===== src/rtl/core/hre_pkg.sv =====
// ============================================================================
// hre_pkg
// Shared types and constants of the PPG heart-rate estimator: register
// indexes, rate arithmetic constants and the controller/datapath command
// and status structures.
// ============================================================================
package hre_pkg;

    // Configuration port geometry.
    localparam int CFG_INDEX_W = 3;
    localparam int CFG_DATA_W  = 21;

    // Configuration register indexes.
    localparam logic [CFG_INDEX_W-1:0] CFG_SATURATION  = 3'd0;
    localparam logic [CFG_INDEX_W-1:0] CFG_AMBIENT_OFF = 3'd1;
    localparam logic [CFG_INDEX_W-1:0] CFG_MIN_IV      = 3'd2;
    localparam logic [CFG_INDEX_W-1:0] CFG_MAX_IV      = 3'd3;
    localparam logic [CFG_INDEX_W-1:0] CFG_PEAK_MIN    = 3'd4;

    // Configuration reset values.
    localparam logic [20:0] RST_SATURATION  = 21'd2000000;
    localparam logic [20:0] RST_AMBIENT_OFF = 21'd100000;
    localparam logic [15:0] RST_MIN_IV      = 16'd300;
    localparam logic [15:0] RST_MAX_IV      = 16'd2000;
    localparam logic [15:0] RST_PEAK_MIN    = 16'd5;

    // Rate arithmetic: rates are unsigned with 8 fraction bits.
    localparam int RATE_W     = 24;
    localparam int DIVISOR_W  = 16;
    localparam int DIV_STEPS  = 24;
    localparam int BPM_W      = 8;
    localparam int OUT_W      = 23;
    localparam logic [RATE_W-1:0] RATE_BASE = 24'd15360000;   // 60000 * 256
    localparam logic [RATE_W-1:0] RATE_LOW  = 24'd10240;      // 40 bpm
    localparam logic [RATE_W-1:0] RATE_HIGH = 24'd51200;      // 200 bpm
    localparam logic [7:0]        EMA_NEW   = 8'd77;
    localparam logic [7:0]        EMA_OLD   = 8'd179;

    // Multiplier operand source codes.
    localparam logic [2:0] SRC_DC  = 3'd0;
    localparam logic [2:0] SRC_RAW = 3'd1;
    localparam logic [2:0] SRC_TMP = 3'd2;
    localparam logic [2:0] SRC_LP  = 3'd3;
    localparam logic [2:0] SRC_HP  = 3'd4;

    // Coefficient select codes.
    localparam logic [2:0] COEF_DC_KEEP = 3'd0;
    localparam logic [2:0] COEF_DC_TAKE = 3'd1;
    localparam logic [2:0] COEF_HP      = 3'd2;
    localparam logic [2:0] COEF_LP_KEEP = 3'd3;
    localparam logic [2:0] COEF_LP_TAKE = 3'd4;

    // Commands from the controller to the datapath.
    typedef struct packed {
        logic       capture;
        logic       place;
        logic       absent;
        logic       mul_en;
        logic [2:0] mul_src;
        logic [2:0] mul_coef;
        logic       mul_lo;
        logic       acc_clr;
        logic       acc_add;
        logic       dc_wr;
        logic       ac_wr;
        logic       hpx_wr;
        logic       hp_wr;
        logic       lp_wr;
        logic       peak_eval;
        logic       div_start;
        logic       div_step;
        logic       ema;
        logic       held_wr;
        logic       out_load;
    } hre_cmd_t;

    // Status from the datapath to the controller.
    typedef struct packed {
        logic present;
        logic finger;
        logic div_go;
    } hre_status_t;

endpackage


===== src/rtl/core/hre_if.sv =====
// ============================================================================
// hre_if
// Channel interfaces of the heart-rate estimator: sample input, result
// output and configuration write, each with valid/ready handshake.
// ============================================================================
interface hre_sample_if #(
    parameter int SAMPLE_BITS = 22
);
    logic                          valid;
    logic                          ready;
    logic signed [SAMPLE_BITS-1:0] led_sample;
    logic signed [SAMPLE_BITS-1:0] ambient_sample;
    logic [31:0]                   now_ms;

    modport source (output valid, output led_sample, output ambient_sample,
                    output now_ms, input ready);
    modport sink   (input valid, input led_sample, input ambient_sample,
                    input now_ms, output ready);
endinterface

interface hre_result_if;
    logic                               valid;
    logic                               ready;
    logic [hre_pkg::BPM_W-1:0]          bpm;
    logic                               finger_present;
    logic signed [hre_pkg::OUT_W-1:0]   filtered_value;

    modport source (output valid, output bpm, output finger_present,
                    output filtered_value, input ready);
    modport sink   (input valid, input bpm, input finger_present,
                    input filtered_value, output ready);
endinterface

interface hre_cfg_if;
    logic                             valid;
    logic                             ready;
    logic [hre_pkg::CFG_INDEX_W-1:0]  index;
    logic [hre_pkg::CFG_DATA_W-1:0]   data;

    modport source (output valid, output index, output data, input ready);
    modport sink   (input valid, input index, input data, output ready);
endinterface


===== src/rtl/core/hre_dpath.sv =====
// ============================================================================
// hre_dpath
// Datapath of the heart-rate estimator: configuration registers, filter
// state, one shared split multiplier with accumulator, peak detector,
// restoring rate divider, EMA smoother and the result register.
// ============================================================================
module hre_dpath #(
    parameter int SAMPLE_BITS = 22,
    parameter int FRAC_BITS   = 16
) (
    input  logic                              clk,
    input  logic                              rst_n,
    input  hre_pkg::hre_cmd_t                 cmd,
    output hre_pkg::hre_status_t              status,
    input  logic                              cfg_valid,
    input  logic [hre_pkg::CFG_INDEX_W-1:0]   cfg_index,
    input  logic [hre_pkg::CFG_DATA_W-1:0]    cfg_data,
    input  logic signed [SAMPLE_BITS-1:0]     led_sample,
    input  logic signed [SAMPLE_BITS-1:0]     ambient_sample,
    input  logic [31:0]                       now_ms,
    output logic [hre_pkg::BPM_W-1:0]         bpm,
    output logic                              finger_present,
    output logic signed [hre_pkg::OUT_W-1:0]  filtered_value
);

    // Value, accumulator and multiplier widths.
    localparam int VB   = SAMPLE_BITS + FRAC_BITS + 2;
    localparam int ACCW = VB + 2;
    localparam int HIW  = VB - FRAC_BITS;
    localparam int AW   = (HIW > FRAC_BITS) ? HIW : FRAC_BITS;
    localparam int CW   = FRAC_BITS + 1;
    localparam int PW   = AW + CW;
    localparam int TW   = VB + 1 - FRAC_BITS;

    localparam longint ONE_Q = longint'(1) <<< FRAC_BITS;
    localparam logic signed [ACCW-1:0] VMAX = ACCW'((longint'(1) <<< (VB - 1)) - 1);
    localparam logic signed [ACCW-1:0] VMIN = -VMAX - ACCW'(1);

    // Filter coefficients rounded to FRAC_BITS fraction bits.
    localparam logic [CW-1:0] K_DC_KEEP = CW'((995 * ONE_Q + 500) / 1000);
    localparam logic [CW-1:0] K_DC_TAKE = CW'((5 * ONE_Q + 500) / 1000);
    localparam logic [CW-1:0] K_HP      = CW'((95 * ONE_Q + 50) / 100);
    localparam logic [CW-1:0] K_LP_KEEP = CW'((8 * ONE_Q + 5) / 10);
    localparam logic [CW-1:0] K_LP_TAKE = CW'((2 * ONE_Q + 5) / 10);

    function automatic logic signed [VB-1:0] sat_val(input logic signed [ACCW-1:0] x);
        logic signed [VB-1:0] r;
        if (x > VMAX)
            r = VB'(VMAX);
        else if (x < VMIN)
            r = VB'(VMIN);
        else
            r = VB'(x);
        return r;
    endfunction

    // Configuration registers.
    logic [20:0] sat_level_reg, amb_off_reg;
    logic [15:0] min_iv_reg, max_iv_reg, peak_min_reg;

    // Captured sample.
    logic signed [SAMPLE_BITS-1:0] led_reg, amb_reg;
    logic [31:0]                   now_reg;

    // Filter and peak state.
    logic                 finger_reg, peak_seen_reg;
    logic signed [VB-1:0] dc_reg, hpi_reg, hpo_reg, lp_reg, rf1_reg, rf2_reg;
    logic signed [VB-1:0] ac_reg, tmp_reg;
    logic [31:0]          last_peak_reg;

    // Multiplier and accumulator.
    logic signed [ACCW-1:0] acc_reg;
    logic [PW-1:0]          prod_reg;
    logic                   prod_neg_reg, prod_lo_reg;

    // Divider and rate state.
    localparam int DIVISOR_W_L = hre_pkg::DIVISOR_W;
    logic [DIVISOR_W_L-1:0]        rem_reg;
    logic [DIVISOR_W_L-1:0]        dvs_reg;
    logic [hre_pkg::RATE_W-1:0]    quo_reg, sm_reg;
    logic [hre_pkg::BPM_W-1:0]     held_reg;

    // Result register.
    logic [hre_pkg::BPM_W-1:0]         bpm_reg;
    logic                              fout_reg;
    logic signed [hre_pkg::OUT_W-1:0]  filt_reg;

    // Finger presence test on the captured sample.
    logic present;
    assign present = ($signed(32'(led_reg)) > $signed({11'b0, sat_level_reg})) &&
                     ($signed(32'(amb_reg)) < $signed({11'b0, amb_off_reg}));

    // Ambient sample scaled to the value format.
    logic signed [VB-1:0] raw;
    assign raw = {HIW'(amb_reg), {FRAC_BITS{1'b0}}};

    // Multiplier operand selection and magnitude split.
    logic signed [VB-1:0] mul_v;
    logic [CW-1:0]        mul_c;
    logic                 mul_neg;
    logic [VB-1:0]        mul_mag;
    logic [AW-1:0]        mul_a;
    logic [PW-1:0]        prod_c;
    always_comb
    begin
        case (cmd.mul_src)
            hre_pkg::SRC_DC:  mul_v = dc_reg;
            hre_pkg::SRC_RAW: mul_v = raw;
            hre_pkg::SRC_TMP: mul_v = tmp_reg;
            hre_pkg::SRC_LP:  mul_v = lp_reg;
            default:          mul_v = hpo_reg;
        endcase
        case (cmd.mul_coef)
            hre_pkg::COEF_DC_KEEP: mul_c = K_DC_KEEP;
            hre_pkg::COEF_DC_TAKE: mul_c = K_DC_TAKE;
            hre_pkg::COEF_HP:      mul_c = K_HP;
            hre_pkg::COEF_LP_KEEP: mul_c = K_LP_KEEP;
            default:               mul_c = K_LP_TAKE;
        endcase
        mul_neg = mul_v[VB-1];
        mul_mag = mul_neg ? VB'(-mul_v) : VB'(mul_v);
        mul_a   = cmd.mul_lo ? AW'(mul_mag[FRAC_BITS-1:0]) : AW'(mul_mag[VB-1:FRAC_BITS]);
        prod_c  = mul_a * mul_c;
    end

    // Signed partial-product term for the accumulator.
    logic [PW-1:0]          term_mag;
    logic signed [ACCW-1:0] term;
    assign term_mag = prod_lo_reg ? (prod_reg >> FRAC_BITS) : prod_reg;
    assign term     = prod_neg_reg ? -$signed(ACCW'(term_mag)) : $signed(ACCW'(term_mag));

    logic signed [VB-1:0] acc_sat;
    assign acc_sat = sat_val(acc_reg);

    // Peak detection and interval check.
    logic signed [VB-1:0] thr;
    logic [31:0]          iv;
    logic                 peak, iv_ok;
    assign thr   = VB'({peak_min_reg, {FRAC_BITS{1'b0}}});
    assign peak  = (rf1_reg > rf2_reg) && (rf1_reg > lp_reg) && (rf1_reg > thr);
    assign iv    = now_reg - last_peak_reg;
    assign iv_ok = (iv != 32'd0) && (iv >= {16'b0, min_iv_reg}) && (iv <= {16'b0, max_iv_reg});

    assign status.present = present;
    assign status.finger  = finger_reg;
    assign status.div_go  = peak && peak_seen_reg && iv_ok;

    // Divider step.
    logic [DIVISOR_W_L:0] rem_sh;
    logic                 div_ge;
    assign rem_sh = {rem_reg, quo_reg[hre_pkg::RATE_W-1]};
    assign div_ge = rem_sh >= {1'b0, dvs_reg};

    // EMA and rounding.
    logic [32:0] ema_sum;
    logic [16:0] held_round;
    assign ema_sum = 33'(hre_pkg::EMA_NEW) * 33'(quo_reg) +
                     33'(hre_pkg::EMA_OLD) * 33'(sm_reg) + 33'd128;
    assign held_round = 17'((25'(sm_reg) + 25'd128) >> 8);

    // Low-pass value truncated toward zero and saturated for the result.
    logic              lp_neg;
    logic [VB:0]       lp_mag;
    logic [TW-1:0]     lp_q;
    logic signed [31:0] lp_int;
    logic signed [hre_pkg::OUT_W-1:0] filt_c;
    always_comb
    begin
        lp_neg = lp_reg[VB-1];
        lp_mag = lp_neg ? (VB+1)'(-$signed((VB+1)'(lp_reg))) : (VB+1)'(lp_reg);
        lp_q   = TW'(lp_mag >> FRAC_BITS);
        lp_int = lp_neg ? -$signed(32'(lp_q)) : $signed(32'(lp_q));
        if (lp_int > 32'sd4194303)
            filt_c = hre_pkg::OUT_W'(32'sd4194303);
        else if (lp_int < -32'sd4194304)
            filt_c = hre_pkg::OUT_W'(-32'sd4194304);
        else
            filt_c = hre_pkg::OUT_W'(lp_int);
    end

    // Configuration writes.
    always_ff @(posedge clk or negedge rst_n)
    begin
        if (!rst_n)
        begin
            sat_level_reg <= hre_pkg::RST_SATURATION;
            amb_off_reg   <= hre_pkg::RST_AMBIENT_OFF;
            min_iv_reg    <= hre_pkg::RST_MIN_IV;
            max_iv_reg    <= hre_pkg::RST_MAX_IV;
            peak_min_reg  <= hre_pkg::RST_PEAK_MIN;
        end
        else if (cfg_valid)
        begin
            unique case (cfg_index)
                hre_pkg::CFG_SATURATION:  sat_level_reg <= cfg_data;
                hre_pkg::CFG_AMBIENT_OFF: amb_off_reg   <= cfg_data;
                hre_pkg::CFG_MIN_IV:      min_iv_reg    <= cfg_data[15:0];
                hre_pkg::CFG_MAX_IV:      max_iv_reg    <= cfg_data[15:0];
                hre_pkg::CFG_PEAK_MIN:    peak_min_reg  <= cfg_data[15:0];
                default:                  ;
            endcase
        end
    end

    // Sample capture, multiplier pipeline and divider registers.
    always_ff @(posedge clk)
    begin
        if (cmd.capture)
        begin
            led_reg <= led_sample;
            amb_reg <= ambient_sample;
            now_reg <= now_ms;
        end
        if (cmd.mul_en)
        begin
            prod_reg     <= prod_c;
            prod_neg_reg <= mul_neg;
            prod_lo_reg  <= cmd.mul_lo;
        end
        if (cmd.acc_clr)
            acc_reg <= '0;
        else if (cmd.acc_add)
            acc_reg <= acc_reg + term;
        if (cmd.ac_wr)
            ac_reg <= sat_val(ACCW'(raw) - ACCW'(dc_reg));
        if (cmd.hpx_wr)
            tmp_reg <= sat_val(ACCW'(hpo_reg) + ACCW'(ac_reg) - ACCW'(hpi_reg));
        if (cmd.div_start)
        begin
            dvs_reg <= iv[DIVISOR_W_L-1:0];
            quo_reg <= hre_pkg::RATE_BASE + hre_pkg::RATE_W'(iv[DIVISOR_W_L-1:1]);
            rem_reg <= '0;
        end
        else if (cmd.div_step)
        begin
            rem_reg <= div_ge ? DIVISOR_W_L'(rem_sh - {1'b0, dvs_reg})
                              : DIVISOR_W_L'(rem_sh);
            quo_reg <= {quo_reg[hre_pkg::RATE_W-2:0], div_ge};
        end
        if (cmd.out_load)
        begin
            bpm_reg  <= held_reg;
            fout_reg <= finger_reg;
            filt_reg <= filt_c;
        end
    end

    // Architectural filter, peak and rate state.
    always_ff @(posedge clk or negedge rst_n)
    begin
        if (!rst_n)
        begin
            finger_reg    <= 1'b0;
            peak_seen_reg <= 1'b0;
            dc_reg        <= '0;
            hpi_reg       <= '0;
            hpo_reg       <= '0;
            lp_reg        <= '0;
            rf1_reg       <= '0;
            rf2_reg       <= '0;
            last_peak_reg <= '0;
            sm_reg        <= '0;
            held_reg      <= '0;
        end
        else if (cmd.place)
        begin
            finger_reg    <= 1'b1;
            peak_seen_reg <= 1'b0;
            dc_reg        <= raw;
            hpi_reg       <= '0;
            hpo_reg       <= '0;
            lp_reg        <= '0;
            rf1_reg       <= '0;
            rf2_reg       <= '0;
            last_peak_reg <= '0;
            sm_reg        <= '0;
            held_reg      <= '0;
        end
        else if (cmd.absent)
        begin
            finger_reg <= 1'b0;
            held_reg   <= '0;
        end
        else
        begin
            if (cmd.dc_wr)
                dc_reg <= acc_sat;
            if (cmd.hpx_wr)
                hpi_reg <= ac_reg;
            if (cmd.hp_wr)
                hpo_reg <= acc_sat;
            // The low-pass value is also the newest entry of the peak window.
            if (cmd.lp_wr)
            begin
                lp_reg  <= acc_sat;
                rf1_reg <= lp_reg;
                rf2_reg <= rf1_reg;
            end
            if (cmd.peak_eval && peak)
            begin
                last_peak_reg <= now_reg;
                peak_seen_reg <= 1'b1;
            end
            // Seed on the first rate, then smooth with outlier rejection.
            if (cmd.ema)
            begin
                if (sm_reg == '0)
                    sm_reg <= quo_reg;
                else if ((quo_reg > hre_pkg::RATE_LOW) && (quo_reg < hre_pkg::RATE_HIGH))
                    sm_reg <= hre_pkg::RATE_W'(ema_sum >> 8);
            end
            if (cmd.held_wr)
                held_reg <= (held_round > 17'd255) ? 8'd255 : held_round[7:0];
        end
    end

    assign bpm            = bpm_reg;
    assign finger_present = fout_reg;
    assign filtered_value = filt_reg;

endmodule


===== src/rtl/core/hre_ctrl.sv =====
// ============================================================================
// hre_ctrl
// Controller of the heart-rate estimator: sequences the shared multiplier,
// filter updates, peak check and rate divider for one sample at a time and
// runs the input and output handshakes.
// ============================================================================
module hre_ctrl (
    input  logic                  clk,
    input  logic                  rst_n,
    input  logic                  in_valid,
    output logic                  in_ready,
    output logic                  out_valid,
    input  logic                  out_ready,
    input  hre_pkg::hre_status_t  status,
    output hre_pkg::hre_cmd_t     cmd
);

    localparam logic [4:0] ST_IDLE = 5'd0;
    localparam logic [4:0] ST_CHK  = 5'd1;
    localparam logic [4:0] ST_DC0  = 5'd2;
    localparam logic [4:0] ST_DC1  = 5'd3;
    localparam logic [4:0] ST_DC2  = 5'd4;
    localparam logic [4:0] ST_DC3  = 5'd5;
    localparam logic [4:0] ST_DC4  = 5'd6;
    localparam logic [4:0] ST_DCW  = 5'd7;
    localparam logic [4:0] ST_AC   = 5'd8;
    localparam logic [4:0] ST_HPX  = 5'd9;
    localparam logic [4:0] ST_HP0  = 5'd10;
    localparam logic [4:0] ST_HP1  = 5'd11;
    localparam logic [4:0] ST_HP2  = 5'd12;
    localparam logic [4:0] ST_HPW  = 5'd13;
    localparam logic [4:0] ST_LP0  = 5'd14;
    localparam logic [4:0] ST_LP1  = 5'd15;
    localparam logic [4:0] ST_LP2  = 5'd16;
    localparam logic [4:0] ST_LP3  = 5'd17;
    localparam logic [4:0] ST_LP4  = 5'd18;
    localparam logic [4:0] ST_LPW  = 5'd19;
    localparam logic [4:0] ST_PK   = 5'd20;
    localparam logic [4:0] ST_DIV  = 5'd21;
    localparam logic [4:0] ST_EMA  = 5'd22;
    localparam logic [4:0] ST_HELD = 5'd23;
    localparam logic [4:0] ST_FIN  = 5'd24;

    localparam int CNT_W = $clog2(hre_pkg::DIV_STEPS);
    localparam logic [CNT_W-1:0] CNT_LAST = CNT_W'(hre_pkg::DIV_STEPS - 1);

    logic [4:0]       state_reg, state_next;
    logic [CNT_W-1:0] cnt_reg, cnt_next;
    logic             out_valid_reg, out_valid_next;

    // Next-state and command decode.
    always_comb
    begin
        cmd            = '0;
        state_next     = state_reg;
        cnt_next       = cnt_reg;
        out_valid_next = out_valid_reg && !out_ready;
        unique case (state_reg)
            ST_IDLE:
            begin
                if (in_valid)
                begin
                    cmd.capture = 1'b1;
                    state_next  = ST_CHK;
                end
            end
            ST_CHK:
            begin
                if (!status.present)
                begin
                    cmd.absent = 1'b1;
                    state_next = ST_FIN;
                end
                else if (!status.finger)
                begin
                    cmd.place  = 1'b1;
                    state_next = ST_FIN;
                end
                else
                    state_next = ST_DC0;
            end
            // DC estimate: keep part of the old value, take part of the sample.
            ST_DC0:
            begin
                cmd.acc_clr  = 1'b1;
                cmd.mul_en   = 1'b1;
                cmd.mul_src  = hre_pkg::SRC_DC;
                cmd.mul_coef = hre_pkg::COEF_DC_KEEP;
                state_next   = ST_DC1;
            end
            ST_DC1:
            begin
                cmd.acc_add  = 1'b1;
                cmd.mul_en   = 1'b1;
                cmd.mul_src  = hre_pkg::SRC_DC;
                cmd.mul_coef = hre_pkg::COEF_DC_KEEP;
                cmd.mul_lo   = 1'b1;
                state_next   = ST_DC2;
            end
            ST_DC2:
            begin
                cmd.acc_add  = 1'b1;
                cmd.mul_en   = 1'b1;
                cmd.mul_src  = hre_pkg::SRC_RAW;
                cmd.mul_coef = hre_pkg::COEF_DC_TAKE;
                state_next   = ST_DC3;
            end
            ST_DC3:
            begin
                cmd.acc_add  = 1'b1;
                cmd.mul_en   = 1'b1;
                cmd.mul_src  = hre_pkg::SRC_RAW;
                cmd.mul_coef = hre_pkg::COEF_DC_TAKE;
                cmd.mul_lo   = 1'b1;
                state_next   = ST_DC4;
            end
            ST_DC4:
            begin
                cmd.acc_add = 1'b1;
                state_next  = ST_DCW;
            end
            ST_DCW:
            begin
                cmd.dc_wr  = 1'b1;
                state_next = ST_AC;
            end
            ST_AC:
            begin
                cmd.ac_wr  = 1'b1;
                state_next = ST_HPX;
            end
            ST_HPX:
            begin
                cmd.hpx_wr = 1'b1;
                state_next = ST_HP0;
            end
            // High-pass gain.
            ST_HP0:
            begin
                cmd.acc_clr  = 1'b1;
                cmd.mul_en   = 1'b1;
                cmd.mul_src  = hre_pkg::SRC_TMP;
                cmd.mul_coef = hre_pkg::COEF_HP;
                state_next   = ST_HP1;
            end
            ST_HP1:
            begin
                cmd.acc_add  = 1'b1;
                cmd.mul_en   = 1'b1;
                cmd.mul_src  = hre_pkg::SRC_TMP;
                cmd.mul_coef = hre_pkg::COEF_HP;
                cmd.mul_lo   = 1'b1;
                state_next   = ST_HP2;
            end
            ST_HP2:
            begin
                cmd.acc_add = 1'b1;
                state_next  = ST_HPW;
            end
            ST_HPW:
            begin
                cmd.hp_wr  = 1'b1;
                state_next = ST_LP0;
            end
            // Low-pass filter.
            ST_LP0:
            begin
                cmd.acc_clr  = 1'b1;
                cmd.mul_en   = 1'b1;
                cmd.mul_src  = hre_pkg::SRC_LP;
                cmd.mul_coef = hre_pkg::COEF_LP_KEEP;
                state_next   = ST_LP1;
            end
            ST_LP1:
            begin
                cmd.acc_add  = 1'b1;
                cmd.mul_en   = 1'b1;
                cmd.mul_src  = hre_pkg::SRC_LP;
                cmd.mul_coef = hre_pkg::COEF_LP_KEEP;
                cmd.mul_lo   = 1'b1;
                state_next   = ST_LP2;
            end
            ST_LP2:
            begin
                cmd.acc_add  = 1'b1;
                cmd.mul_en   = 1'b1;
                cmd.mul_src  = hre_pkg::SRC_HP;
                cmd.mul_coef = hre_pkg::COEF_LP_TAKE;
                state_next   = ST_LP3;
            end
            ST_LP3:
            begin
                cmd.acc_add  = 1'b1;
                cmd.mul_en   = 1'b1;
                cmd.mul_src  = hre_pkg::SRC_HP;
                cmd.mul_coef = hre_pkg::COEF_LP_TAKE;
                cmd.mul_lo   = 1'b1;
                state_next   = ST_LP4;
            end
            ST_LP4:
            begin
                cmd.acc_add = 1'b1;
                state_next  = ST_LPW;
            end
            ST_LPW:
            begin
                cmd.lp_wr  = 1'b1;
                state_next = ST_PK;
            end
            // Peak check; an accepted interval starts the rate divider.
            ST_PK:
            begin
                cmd.peak_eval = 1'b1;
                if (status.div_go)
                begin
                    cmd.div_start = 1'b1;
                    cnt_next      = '0;
                    state_next    = ST_DIV;
                end
                else
                    state_next = ST_FIN;
            end
            ST_DIV:
            begin
                cmd.div_step = 1'b1;
                cnt_next     = cnt_reg + CNT_W'(1);
                if (cnt_reg == CNT_LAST)
                    state_next = ST_EMA;
            end
            ST_EMA:
            begin
                cmd.ema    = 1'b1;
                state_next = ST_HELD;
            end
            ST_HELD:
            begin
                cmd.held_wr = 1'b1;
                state_next  = ST_FIN;
            end
            // Load the result once the output register is free.
            ST_FIN:
            begin
                if (!out_valid_reg || out_ready)
                begin
                    cmd.out_load   = 1'b1;
                    out_valid_next = 1'b1;
                    state_next     = ST_IDLE;
                end
            end
            default:
                state_next = ST_IDLE;
        endcase
    end

    always_ff @(posedge clk or negedge rst_n)
    begin
        if (!rst_n)
        begin
            state_reg     <= ST_IDLE;
            cnt_reg       <= '0;
            out_valid_reg <= 1'b0;
        end
        else
        begin
            state_reg     <= state_next;
            cnt_reg       <= cnt_next;
            out_valid_reg <= out_valid_next;
        end
    end

    assign in_ready  = (state_reg == ST_IDLE);
    assign out_valid = out_valid_reg;

endmodule


===== src/rtl/core/ppg_heart_rate_estimator_top.sv =====
// ============================================================================
// ppg_heart_rate_estimator_top
// PPG heart-rate estimator: finger detection, DC removal, high-pass and
// low-pass filtering, peak detection and smoothed BPM estimation.
// ============================================================================
//
//   Channel     Role    Transaction content
//   sample_in   sink    led_sample, ambient_sample, now_ms
//   result_out  source  bpm, finger_present, filtered_value
//   cfg         sink    index, data (register write, always ready)
//
// One sample is processed at a time. Without tracking (no finger or finger
// just placed) a sample skips the filters; a tracked sample runs through
// the one shared multiplier doing ten partial products in sequence, and
// also through the 24-step restoring rate divider when a peak gives an
// accepted interval. Reset is asynchronous, active low, and restores all
// configuration and filter state. A waiting result holds the last state
// of a sample until taken; the next sample is taken meanwhile.
//
module ppg_heart_rate_estimator_top #(
    parameter int SAMPLE_BITS = 22,
    parameter int FRAC_BITS   = 16
) (
    input  logic         clk,
    input  logic         rst_n,
    hre_sample_if.sink   sample_in,
    hre_result_if.source result_out,
    hre_cfg_if.sink      cfg
);

    hre_pkg::hre_cmd_t    cmd;
    hre_pkg::hre_status_t status;

    // Configuration writes never stall.
    assign cfg.ready = 1'b1;

    // Sequencing controller.
    hre_ctrl u_ctrl (
        .clk       (clk),
        .rst_n     (rst_n),
        .in_valid  (sample_in.valid),
        .in_ready  (sample_in.ready),
        .out_valid (result_out.valid),
        .out_ready (result_out.ready),
        .status    (status),
        .cmd       (cmd)
    );

    // Filter and rate datapath.
    hre_dpath #(
        .SAMPLE_BITS (SAMPLE_BITS),
        .FRAC_BITS   (FRAC_BITS)
    ) u_dpath (
        .clk            (clk),
        .rst_n          (rst_n),
        .cmd            (cmd),
        .status         (status),
        .cfg_valid      (cfg.valid),
        .cfg_index      (cfg.index),
        .cfg_data       (cfg.data),
        .led_sample     (sample_in.led_sample),
        .ambient_sample (sample_in.ambient_sample),
        .now_ms         (sample_in.now_ms),
        .bpm            (result_out.bpm),
        .finger_present (result_out.finger_present),
        .filtered_value (result_out.filtered_value)
    );

`ifndef NO_ASSERTIONS
    // After a sample transaction the input is busy and not ready.
    a_busy_after_accept: assert property (@(posedge clk) disable iff (!rst_n)
        (sample_in.valid && sample_in.ready) |=> !sample_in.ready)
        else $error("sample accepted while previous sample in progress");

    // Without a finger the reported rate is zero.
    a_no_finger_no_bpm: assert property (@(posedge clk) disable iff (!rst_n)
        (result_out.valid && !result_out.finger_present) |-> (result_out.bpm == '0))
        else $error("nonzero bpm reported without finger");
`endif

endmodule

===== src/flat_wrapper.sv =====
// flat-port wrapper written by rule: the top's interface ports become plain ports
module ppg_heart_rate_estimator_top_flat 
#(
    parameter int SAMPLE_BITS = 22,
    parameter int FRAC_BITS   = 16
)
  (clk, rst_n, sample_in_valid, sample_in_led_sample, sample_in_ambient_sample, sample_in_now_ms, sample_in_ready, result_out_valid, result_out_bpm, result_out_finger_present, result_out_filtered_value, result_out_ready, cfg_valid, cfg_index, cfg_data, cfg_ready);
  hre_sample_if #(.SAMPLE_BITS(SAMPLE_BITS)) sample_in_i ();
  hre_result_if result_out_i ();
  hre_cfg_if cfg_i ();
  input  logic clk;
  input  logic rst_n;
  input wire logic [$bits(sample_in_i.valid)-1:0] sample_in_valid;
  input wire logic [$bits(sample_in_i.led_sample)-1:0] sample_in_led_sample;
  input wire logic [$bits(sample_in_i.ambient_sample)-1:0] sample_in_ambient_sample;
  input wire logic [$bits(sample_in_i.now_ms)-1:0] sample_in_now_ms;
  output wire logic [$bits(sample_in_i.ready)-1:0] sample_in_ready;
  output wire logic [$bits(result_out_i.valid)-1:0] result_out_valid;
  output wire logic [$bits(result_out_i.bpm)-1:0] result_out_bpm;
  output wire logic [$bits(result_out_i.finger_present)-1:0] result_out_finger_present;
  output wire logic [$bits(result_out_i.filtered_value)-1:0] result_out_filtered_value;
  input wire logic [$bits(result_out_i.ready)-1:0] result_out_ready;
  input wire logic [$bits(cfg_i.valid)-1:0] cfg_valid;
  input wire logic [$bits(cfg_i.index)-1:0] cfg_index;
  input wire logic [$bits(cfg_i.data)-1:0] cfg_data;
  output wire logic [$bits(cfg_i.ready)-1:0] cfg_ready;
  assign sample_in_i.valid = sample_in_valid;
  assign sample_in_i.led_sample = sample_in_led_sample;
  assign sample_in_i.ambient_sample = sample_in_ambient_sample;
  assign sample_in_i.now_ms = sample_in_now_ms;
  assign sample_in_ready = sample_in_i.ready;
  assign result_out_valid = result_out_i.valid;
  assign result_out_bpm = result_out_i.bpm;
  assign result_out_finger_present = result_out_i.finger_present;
  assign result_out_filtered_value = result_out_i.filtered_value;
  assign result_out_i.ready = result_out_ready;
  assign cfg_i.valid = cfg_valid;
  assign cfg_i.index = cfg_index;
  assign cfg_i.data = cfg_data;
  assign cfg_ready = cfg_i.ready;
  ppg_heart_rate_estimator_top #(.SAMPLE_BITS(SAMPLE_BITS), .FRAC_BITS(FRAC_BITS)) u_core (.clk(clk), .rst_n(rst_n), .sample_in(sample_in_i), .result_out(result_out_i), .cfg(cfg_i));
endmodule

===== config.mk =====
export PLATFORM = sky130hd
export DESIGN_NAME = ppg_heart_rate_estimator_top_flat
export DESIGN_NICKNAME = d
export VERILOG_FILES = /design/src/rtl/core/hre_pkg.sv /design/src/rtl/core/hre_if.sv /design/src/rtl/core/hre_dpath.sv /design/src/rtl/core/hre_ctrl.sv /design/src/rtl/core/ppg_heart_rate_estimator_top.sv /design/src/flat_wrapper.sv
export SDC_FILE = /design/constraint.sdc
export NUM_CORES = 2
export LEC_CHECK = 0
export BUFFER_PORTS_ARGS = -buffer_cell sky130_fd_sc_hd__buf_4
export CORE_MARGIN = 2
export CORE_UTILIZATION = 40
export CTS_CLUSTER_SIZE = 20
export DETAILED_ROUTE_END_ITERATION = 8
export GPL_TIMING_DRIVEN = 0
export PLACE_DENSITY = 0.52
export RECOVER_POWER = 25
export SLEW_MARGIN = 30
export SYNTH_ARGS = -nofsm -noshare
export SYNTH_HDL_FRONTEND = slang
export SYNTH_SLANG_ARGS = --single-unit

===== constraint.sdc =====
create_clock -name clk -period 36.8 [get_ports clk]
set_input_delay 1.84 -clock clk [delete_from_list [all_inputs] [get_ports clk]]
set_output_delay 1.84 -clock clk [all_outputs]
set_load 0.005 [all_outputs]

==> flow_summary.yaml <==
global_route:
  grt_use_met1_pct: 37.1
  grt-busiest-layer: "met2"
  grt_pass1_wl_mm: 336
  antenna_found_initial: 5
  grt_max_degree: 81
  use_met3_pct: 3.03
  grt_pass1_vias: 53032
  grt-ovfl-total: 0
  grtUsageMet2_pct: 41.4
  grtUsageTotal_pct: 26.0
critical_path:
  crit_type: "register to register"
  cp_num_buf_inv: 11
  crit_arrival_ns: 12.53
  worst_path_dominant_cell_family: "adder cells"
  cp-start-kind: "register"
  cp-end-kind: "register"
  crit_slowest_cell: "o21ai_1"
  cpPeakStageDelay_ns: 0.81
  cp.required_ns: 37.25
  cp_max_fo: 10
route:
  route.detailed.drc: 0
  drt_first_pass_iters: 5
  initialDrtViolationCount: 4303
  wl_per_cell_um: 22.6
  vias: 53410
  routed_wl_mm: 220
  antenna_left: 0
  detail_route.vias_per_cell: 5.49
timing:
  fin_crit_sh_pct: 32.8
  report.final.slew_viol_count: 344
  slew_headroom_pct: -207
  post-route-min-period_ns: 12.08
  worstMarginPinSlew_ns: 4.60
  fmax_mhz: 82.8
  setup_slack_ns: 24.72
  fin_skew_ns: 0.0268
  fin_tns_setup_ns: 0
  finalHoldViolCount: 0
  setup_violations: 0
  rsz0062_at_grt: "no"
synthesis:
  yosys.area_share.simple_pct: 13.5
  synthMuxAreaShare_pct: 2.06
  synth_area_sq_um: 66600
  synth_top_area_share_pct: 15.1
  yosysUniqueCellTypes: 111
  ys_async_sr_fraction_pct: 55.3
  ys_ff_latch: 736
  synth_top_family_by_area: "adder cells"
  synth_warnings: 0
  synth_compound_area_share_pct: 16.4
  synth_most_common_cell: "inv_1"
  ys_seq_area_share_pct: 29.3
  postSynthAreaPerCell_sq_um: 9.25
  yosysTopAreaCell: "fa_1"
  ys_top_cells_by_area: "fa_1, dfrtp_1, edfxtp_1, ha_1, inv_1"
  synth_commonest_cells: "inv_1, nand2_1, ha_1, fa_1, o21ai_0"
  synthAdderAreaFrac_pct: 27.2
  synthesis.nets: 8450
  synth_xor_area_share_pct: 3.68
  syn_inst: 7197
  ys_dominant_reg_cell: "dfrtp_1"
  synth_edf_count: 271
clock_tree:
  hold_buffers: 0
  cts_resized: 0
  path_clk_slew_ns: 0.06
  postCtsSetupRepairBufs: 0
  cts_tree: "built"
  cts_root_buf: "clkbuf_16"
  numClockSinks: 736
  h-tree-depth: 3
  clock_latency_ns: 0.72
  cts_made_buffers: 91
  cts_max_path_buffers: 3
layout:
  syn_to_final_growth_pct: 11.0
  largest_register_ffs: 42
  final_nets: 8707
  utilization_pct: 44.7
  fillers: 16198
  drive_gt1_share_pct: 7.98
floorplan:
  rows: 149
  io_pins: 140
  dieWidth_um: 412
  die_area_sq_um: 170000
  fp.dieH_um: 412
  initial_core_util_pct: 40.3
  core_area_sq_um: 165000
hold_path:
  hold_path.class: "register to register"
placement:
  gp_routability_congestion: 0.950
  pre_cts_slack_ns: 24.82
  hpwl_mm: 179
  numPortBuffers: 138
run_status:
  failed_checks: "max-capacitance violations, max-slew violations"
  run_status: "finished, violations left"
flow_run:
  maxCapViolCount: 6
==> cells in the final DEF, fill, tap and decap left out, drive strengths merged, types with 61 or more instances in the layout <==
master	Yosys	routed
dfrtp	382	382
and2	61	61
inv	1056	1066
clkbuf	220	420
nor3	130	130
ha	644	644
nand4	80	80
xor2	104	104
o31ai	107	107
buf	73	153
fa	504	504
xnor2	173	173
a21o	188	188
o21ai	485	485
a21oi	434	434
nand3	135	135
nor2	331	331
mux2	87	87
edfxtp	271	271
nand2	755	755
==> stage by stage <==
step           cells  cell area (sq um)  hold slack, ns
2_1_floorplan   7197              66600           0.425
3_3_place_gp    9524              70400           0.437
3_5_place_dp    9549              71000           0.441
4_1_cts         9721              74000           0.455
5_1_grt         9723              73900           0.469
6_report        9723              73900           0.454
==> area by class of cell <==
class	instances	area, sq um	area share, %
Multi-Input combinational cell	5111	42000	56.8
Sequential cell	736	19500	26.4
Inverter	1057	3970	5.37
Tap cell	2189	2740	3.71
Clock buffer	116	2510	3.39
Timing Repair Buffer	164	1330	1.79
Buffer	293	1270	1.72
Clock inverter	56	572	0.774
Antenna cell	1	2.50	0.00339
==> final timing paths <==
check | start | end | slack (ns) | cells after the start
min in group asynchronous | rst_n | u_core.u_dpath.last_peak_reg[25]$_DFFE_PN0P_ | 1.73 | 1
setup / recovery | u_core.u_ctrl.state_reg[4]$_DFFE_PN0P_ | u_core.u_dpath.prod_reg[38]$_DFFE_PN_ | 24.72 | 37
setup reg to reg | u_core.u_ctrl.state_reg[4]$_DFFE_PN0P_ | u_core.u_dpath.prod_reg[38]$_DFFE_PN_ | 24.72 | 37
max in group asynchronous | rst_n | u_core.u_dpath.dc_reg[4]$_DFFE_PN0P_ | 27.82 | 3
hold reg to reg | u_core.u_dpath.held_reg[4]$_DFFE_PN0P_ | u_core.u_dpath.bpm[4]$_DFFE_PP_ | 0.45 | 0
hold / removal | u_core.u_dpath.held_reg[4]$_DFFE_PN0P_ | u_core.u_dpath.bpm[4]$_DFFE_PP_ | 0.45 | 0
==> cells by family (layout without fill, tap and decap cells) <==
family | after synthesis | count (layout)
and+or+nand+nor | 1856 | 1856
AOI/OAI and AO/OA | 1703 | 1703
buffers and inverters | 1350 | 1686
adders and majority gates | 1148 | 1148
DFF | 736 | 736
xor gates and xnor gates | 277 | 277
muxes | 126 | 126
other | 1 | 2
==> layer usage <==
layer / vias to the layer above / share of wire (%)
li1: 25184 / -
met3: 285 / 5.0
met2: 1399 / 45
met4: 2 / 3.3
met5: - / 0.0059
met1: 26540 / 46
Power is left out: the tool's default activity adds up to more than one toggle a clock period on the data nets, which glitch-free logic cannot reach.
